===== src/sv/flare_guidance_director_assert.svh =====
// Assertion helpers for the flare guidance director.
`ifndef FLARE_GUIDANCE_DIRECTOR_ASSERT_SVH
`define FLARE_GUIDANCE_DIRECTOR_ASSERT_SVH

// Same-cycle implication.
`define FGD_ASSERT_IMPL(lbl, ck, rn, ante, cons, msg) \
  lbl: assert property (@(posedge ck) disable iff (!rn) (ante) |-> (cons)) \
    else $error(msg);

// Next-cycle implication.
`define FGD_ASSERT_NEXT(lbl, ck, rn, ante, cons, msg) \
  lbl: assert property (@(posedge ck) disable iff (!rn) (ante) |=> (cons)) \
    else $error(msg);

`endif


===== src/sv/fgd_pkg.sv =====
`timescale 1ns / 1ps
`default_nettype none
package fgd_pkg;

  localparam int ALT_W   = 18;
  localparam int VS_W    = 15;
  localparam int GS_W    = 16;
  localparam int DEV_W   = 13;
  localparam int DT_W    = 16;
  localparam int FC_W    = 16;
  localparam int MSR_W   = 14;
  localparam int FRM_W   = 16;
  localparam int Q16_W   = 17;
  localparam int IN_W    = 80;
  localparam int OUT_W   = 120;
  localparam int CFG_AW  = 5;
  localparam int CFG_DW  = 32;

  localparam int DIV_NUM_W = 35;
  localparam int DIV_DEN_W = 23;
  localparam int SQ_W      = 31;
  localparam int ROOT_W    = 17;

  localparam logic [20:0]    TWO_G_Q16        = 21'd1285377;
  localparam logic [FC_W-1:0] DEFAULT_GAIN    = 16'd6554;
  localparam logic [ALT_W-1:0] MIN_HEIGHT     = 18'd26;
  localparam logic [GS_W-1:0] MIN_GROUND      = 16'd26;
  localparam logic [ALT_W-1:0] TOUCH_ALT      = 18'd128;
  localparam logic [ROOT_W-1:0] MAX_CMD_MAG   = 17'd2560;
  localparam logic [Q16_W-1:0] ONE_Q16        = 17'd65536;
  localparam logic [17:0]    NOT_SINKING_TIME = 18'd255744;
  localparam logic [17:0]    SAT18            = 18'd262143;

  localparam logic [FC_W-1:0]  RST_FLARE_GAIN = 16'd0;
  localparam logic [ALT_W-1:0] RST_ACTIVATE   = 18'd6242;
  localparam logic [ALT_W-1:0] RST_FULL       = 18'd3901;
  localparam logic [ALT_W-1:0] RST_CANCEL     = 18'd7803;
  localparam logic [MSR_W-1:0] RST_MIN_SINK   = 14'd128;

  typedef enum logic [2:0] {
    REG_FLARE_GAIN = 3'd0,
    REG_ACTIVATE   = 3'd1,
    REG_FULL       = 3'd2,
    REG_CANCEL     = 3'd3,
    REG_MIN_SINK   = 3'd4
  } reg_idx_t;

  typedef struct packed {
    logic [FC_W-1:0]  flare_gain;
    logic [ALT_W-1:0] activate_altitude;
    logic [ALT_W-1:0] full_altitude;
    logic [ALT_W-1:0] cancel_altitude;
    logic [MSR_W-1:0] min_sink_rate;
  } cfg_t;

  typedef struct packed {
    logic load;
    logic mul1;
    logic mul2;
    logic start;
    logic ramp;
    logic finish;
  } ctrl_cmd_t;

  typedef struct packed {
    logic busy;
  } dp_status_t;

endpackage
`default_nettype wire


===== src/sv/fgd_ctrl.sv =====
`timescale 1ns / 1ps
`default_nettype none
module fgd_ctrl (
  input  logic                   clk,
  input  logic                   rst_n,
  input  logic                   in_tvalid,
  output logic                   in_tready,
  output logic                   out_tvalid,
  input  logic                   out_tready,
  input  fgd_pkg::dp_status_t    status,
  output fgd_pkg::ctrl_cmd_t     cmd
);
  import fgd_pkg::*;

  typedef enum logic [6:0] {
    S_IDLE  = 7'b0000001,
    S_MUL1  = 7'b0000010,
    S_MUL2  = 7'b0000100,
    S_START = 7'b0001000,
    S_WAIT  = 7'b0010000,
    S_RAMP  = 7'b0100000,
    S_FIN   = 7'b1000000
  } state_t;

  state_t state_r, state_nxt;
  logic   out_valid_r, out_valid_nxt;
  logic   out_free;

  assign out_free = !out_valid_r || out_tready;

  always_comb begin
    state_nxt  = state_r;
    cmd        = '0;
    unique case (state_r)
      S_IDLE: begin
        if (in_tvalid) begin
          cmd.load  = 1'b1;
          state_nxt = S_MUL1;
        end
      end
      S_MUL1: begin
        cmd.mul1  = 1'b1;
        state_nxt = S_MUL2;
      end
      S_MUL2: begin
        cmd.mul2  = 1'b1;
        state_nxt = S_START;
      end
      S_START: begin
        cmd.start = 1'b1;
        state_nxt = S_WAIT;
      end
      S_WAIT: begin
        if (!status.busy) begin
          state_nxt = S_RAMP;
        end
      end
      S_RAMP: begin
        cmd.ramp  = 1'b1;
        state_nxt = S_FIN;
      end
      S_FIN: begin
        // hold until the output register is free
        if (out_free) begin
          cmd.finish = 1'b1;
          state_nxt  = S_IDLE;
        end
      end
      default: state_nxt = S_IDLE;
    endcase
  end

  always_comb begin
    out_valid_nxt = out_valid_r;
    if (cmd.finish) begin
      out_valid_nxt = 1'b1;
    end else if (out_tready) begin
      out_valid_nxt = 1'b0;
    end
  end

  always_ff @(posedge clk) begin
    if (!rst_n) begin
      state_r     <= S_IDLE;
      out_valid_r <= 1'b0;
    end else begin
      state_r     <= state_nxt;
      out_valid_r <= out_valid_nxt;
    end
  end

  assign in_tready  = (state_r == S_IDLE);
  assign out_tvalid = out_valid_r;
endmodule
`default_nettype wire


===== config.mk =====
export PLATFORM = sky130hd
export DESIGN_NAME = fgd_ctrl
export DESIGN_NICKNAME = d
export VERILOG_FILES = /design/src/sv/flare_guidance_director_assert.svh /design/src/sv/fgd_pkg.sv /design/src/sv/fgd_ctrl.sv
export SDC_FILE = /design/constraint.sdc
export NUM_CORES = 1
export LEC_CHECK = 0
export ABC_AREA = 1
export ABC_CLOCK_PERIOD_IN_PS = 1300
export BUFFER_PORTS_ARGS = -buffer_cell sky130_fd_sc_hd__buf_2
export CAP_MARGIN = 20
export CORE_AREA = 4 4 41 43
export DETAILED_ROUTE_END_ITERATION = 6
export DIE_AREA = 0 0 45 47
export GPL_ROUTABILITY_DRIVEN = 0
export HOLD_SLACK_MARGIN = 0.08
export PLACE_DENSITY = 0.66
export SKIP_LAST_GASP = 1
export SLEW_MARGIN = 20
export SYNTH_ARGS = -nofsm -noshare
export SYNTH_HDL_FRONTEND = slang
export SYNTH_SLANG_ARGS = --single-unit

===== constraint.sdc =====
create_clock -name clk -period 1.3 [get_ports clk]
set_input_delay 0 -clock clk [delete_from_list [all_inputs] [get_ports clk]]
set_output_delay 0 -clock clk [all_outputs]
set_load 0.05 [all_outputs]

Word level (Yosys, flattened, before mapping)

Cells that the tools add are included.

$add $sub $neg: 0
Multiply operators: 0
Divide/modulo/power cells: 0
Order comparisons: 0
Equality and inequality tests: 10
Shifts and indexed selects: 0
Mux-type cells: 14
Bitwise gates (word level): 0
Reduce and logical (&&, ||, !) cells: 4

Operator list:

| operator                                            | count |
|---|---|
| one-hot mux 7 bit (7 select lines)                  | 1 |
| two-way mux 7 bit                                   | 3 |
| two-way mux 1 bit                                   | 10 |
| equality test 7 x 1 -> 1 bit, second input constant | 1 |
| equality test 7 x 2 -> 1 bit, second input constant | 1 |
| equality test 7 x 3 -> 1 bit, second input constant | 1 |
| equality test 7 x 4 -> 1 bit, second input constant | 1 |
| equality test 7 x 5 -> 1 bit, second input constant | 1 |
| equality test 7 x 6 -> 1 bit, second input constant | 1 |
| equality test 7 bit, second input constant          | 1 |
| inequality test 2 bit, second input constant        | 3 |
| AND reduction 3 bit                                 | 1 |
| nonzero test 2 bit                                  | 1 |
| zero test 1 bit                                     | 1 |
| logical OR 1 bit                                    | 1 |

Flip-flop bits (word level): 8
Latch bits: 0
Memory bits (writable): 0
Memory bits (read-only): 0
Input bits: 5
Output and inout port bits: 8
Logic and storage cells: 30
Memories kept: 0

Logic depth before layout (Yosys ltp)

Depth after elaboration: 5
Gate-level depth with buffers: 8
Gate-level depth less buffers: 8

Least setup slack after synthesis

No wires, ideal clock.

Path kind: reg2out
Start point: register state_r[5]
End point: output cmd[5] (netlist name)
Arrival time: 1.288 ns
Data required time: 1.300 ns
Setup slack: 0.012 ns
Stages on the path, launching flop included: 6
Path buffers: 0
Cell sequence: dfxtp_1 -> inv_2 -> nand2_4 -> nor2_4 -> nand2_2 -> nor2_1

RTL lines:

| item                   | line           | RTL |
|---|---|---|
| start, declared        | fgd_ctrl.sv:25 | `state_t state_r, state_nxt;` |
| start signal, assigned | fgd_ctrl.sv:87 | `state_r <= state_nxt;` |
| end, declared          | fgd_ctrl.sv:11 | `output fgd_pkg::ctrl_cmd_t cmd` |

==> run metrics <==
global-route wire length before repair 1.54 mm; Main synth FF type dfxtp_1; worst supply voltage drop on vdd 0.000986 V; Die Span X 45 um; worst hold slack 0.103 ns; number of DRC violations after detailed routing 0; post-synthesis area per instance 6.80 um^2; EDFF count, synth 0; layout cells sized above 1 0.429; final standard cell utilization of the core 0.520; Worst-Margin Slew 0.265 ns; Std-Cell Rows 13; Ys Warns 0; RR Endpoint state_r[0]; # diodes 0; status finished clean; 1st-iter DRT viols 10; gr ovfl total 0; post-place setup slack 0.241 ns; hold path depth 4; number of antenna violations at the first check in global routing 0; most frequent cells after synthesis 15 x nand2_1, 11 x inv_1, 9 x nor2_1; startpoint of the worst hold path out_tready; Final Net Count 98; startpoint type of the worst setup path flop; Static Leakage 0.360 nW; via count of the first global-routing pass 408; routed length per instance 10.1 um; worst-case headroom to the max-slew limit 0.823; CTS tree built; required time of the critical path 1.30 ns; post-synthesis to final-layout area growth 34.6%; hold-critical path endpoint out_tvalid; # clock sinks 8; H-tree depth 1; clock transition at the register clock pins on the worst setup and hold paths after CTS 0.05 ns; setup repair after global routing missed its margin true; area of the placeable core 1300 um^2; flop2flop setup slack 0.15 ns; remaining antenna violation count after routing 0; Min-Delay Path Class in2reg; dominant cell by count in the synthesized netlist nand2_1; detailed-router iteration count before antenna repair 4; pin count of the biggest net entering global routing 8; CP Cell Sequence inv_2, nand2_4, nor2_4, nand2_1, inv_1, buf_6; clock buffer count from CTS 3; Fmax 0.809 GHz; Boundary Pins 13; slowest cell on the critical path dfxtp_1; deepest clock path buffer count 2; post-synth design cell area 503 um^2; top-area cell type share of the netlist area 0.318; worst path bufs/invs 3; post-synth top area cell dfxtp_1; synthesized instance count 74; Worst R2R Start state_r[4]; effective utilization at floorplan 0.387; number of unique standard cell types used by synthesis 14; Root Buffer Master clkbuf_4; worst-path fanout max 5; kind of critical path reg2out; vias post-DR 465; period utilisation layout 0.951; share of flip-flops with an asynchronous set or reset after synthesis 0; Final Skew 0.00341 ns; total detailed-routing wirelength 1.07 mm; FF-to-FF path depth 9; final-report max-slew violation count 0; slowest cell delay on critical path 0.33 ns; top area cells in the synthesized netlist dfxtp_1 32%, nand2_1 11%, nor2_4 9.0%; DP HPWL 734 um; source-to-sink clock delay at the later pin of the worst-skew pair 0.25 ns; number of failing hold endpoints at the final stage 0; critical path data arrival time 1.24 ns; count of maximum capacitance violations 0; min setup slack post-route 0.0634 ns; syn_nets 79; register area share after synthesis 0.318; ratio of total power to cell area 1170 nW/um^2; element type at the critical path end output pin; count of input and output buffers 12; drt via density 4.39; number of setup violations in the final report 0; crit path time final 1.24 ns; cell family with most CP delay simple AND/OR/NAND/NOR gates; die area 2120 um^2; y dimension of the die 47 um; number of storage elements in the synthesis netlist 8; all-layer global routing usage 0.101
-- registers in the layout, summed over array words and instances (netlist names) --
register and count:
state_r 7, out_tvalid 1
-- worst max-delay path by stage --
stage,from,end,depth (start not counted)
after global placement,state_r[3],cmd[0],6
after global routing,state_r[5],cmd[3],6
after floorplan,state_r[5],cmd[5],5
final,state_r[4],cmd[2],6
after CTS,state_r[4],cmd[4],6
after detailed placement,state_r[3],cmd[0],6
-- logic make-up (layout without fill, tap and decap cells) --
logic type,after synthesis,in the layout,share of synthesized area
AOI/OAI and AO/OA,2,2,0.0199
buffers and inverters,19,36,0.157
DFF,8,8,0.318
and+or+nand+nor,45,45,0.505
-- layer usage --
layer / routed length [um] / GRT usage / share of wire / up-vias
li1: - / - / - / 252
met1: 475 / 0.132 / 0.44 / 194
met2: 498 / 0.147 / 0.47 / 17
met3: 72 / 0.0115 / 0.067 / 2
met4: 23 / 0.0877 / 0.021 / 0
met5: 0 / 0 / 0 / -
-- cell type report --
type,count,area [um^2]
fillers,144,624
well taps,15,18.8
multi-input cells,47,277
flip-flops and latches,8,160
repair buffers,16,135
inverters,17,63.8
clock buffers,3,22.5
-- repair_timing --
item | CTS | global route
pin swaps | 0 | 3
buffers inserted | 0 | 2
cloned | 0 | 0
setup endpoints to repair | 3 | 7
resized for setup | 3 | 17
hold buffers | 2 | 0
endpoints found under the hold margin | 2 | 0
-- report_power, final --
part           leakage, nW  total, mW  switching (mW)  internal, mW
clock network       0.0138      0.193          0.0874         0.106
registers           0.0650      0.271         0.00953         0.262
logic                0.281      0.326           0.209         0.117
-- per-stage QoR --
| step | total power [mW] | TNS [ns] | instance area (um^2) | instances |
|---|---|---|---|---|
| 3_3_place_gp | 0.536 | 0 | 567 | 99 |
| 3_5_place_dp | 0.538 | 0 | 567 | 99 |
| 6_report | 0.791 | 0 | 677 | 106 |
| 4_1_cts | 0.734 | 0 | 617 | 104 |
| 2_1_floorplan | 0.488 | 0 | 503 | 74 |
| 5_1_grt | 0.828 | -0.0843 | 677 | 106 |
-- worst reg2reg max path, cell delays in order, from the launching register on --
cell,delay (ns)
dfxtp_1,0.33
inv_2,0.07
nand2_4,0.06
nor2_4,0.17
buf_4,0.14
nand3_2,0.09
inv_1,0.07
nor2_1,0.04
nand2_1,0.05
nand2_1,0.04
-- cell usage in the layout (no fill, tap or decap), types with 3 or more instances in the layout --
cell type  count
nor2_1         8
nand3_2        4
nor2_2         3
buf_2          5
buf_6          6
inv_2          6
nand2_1       15
buf_4          3
nor3_1         4
nor2_4         5
inv_1         11
clkbuf_4       3
dfxtp_1        8
Power figures use the tool's default switching activity.
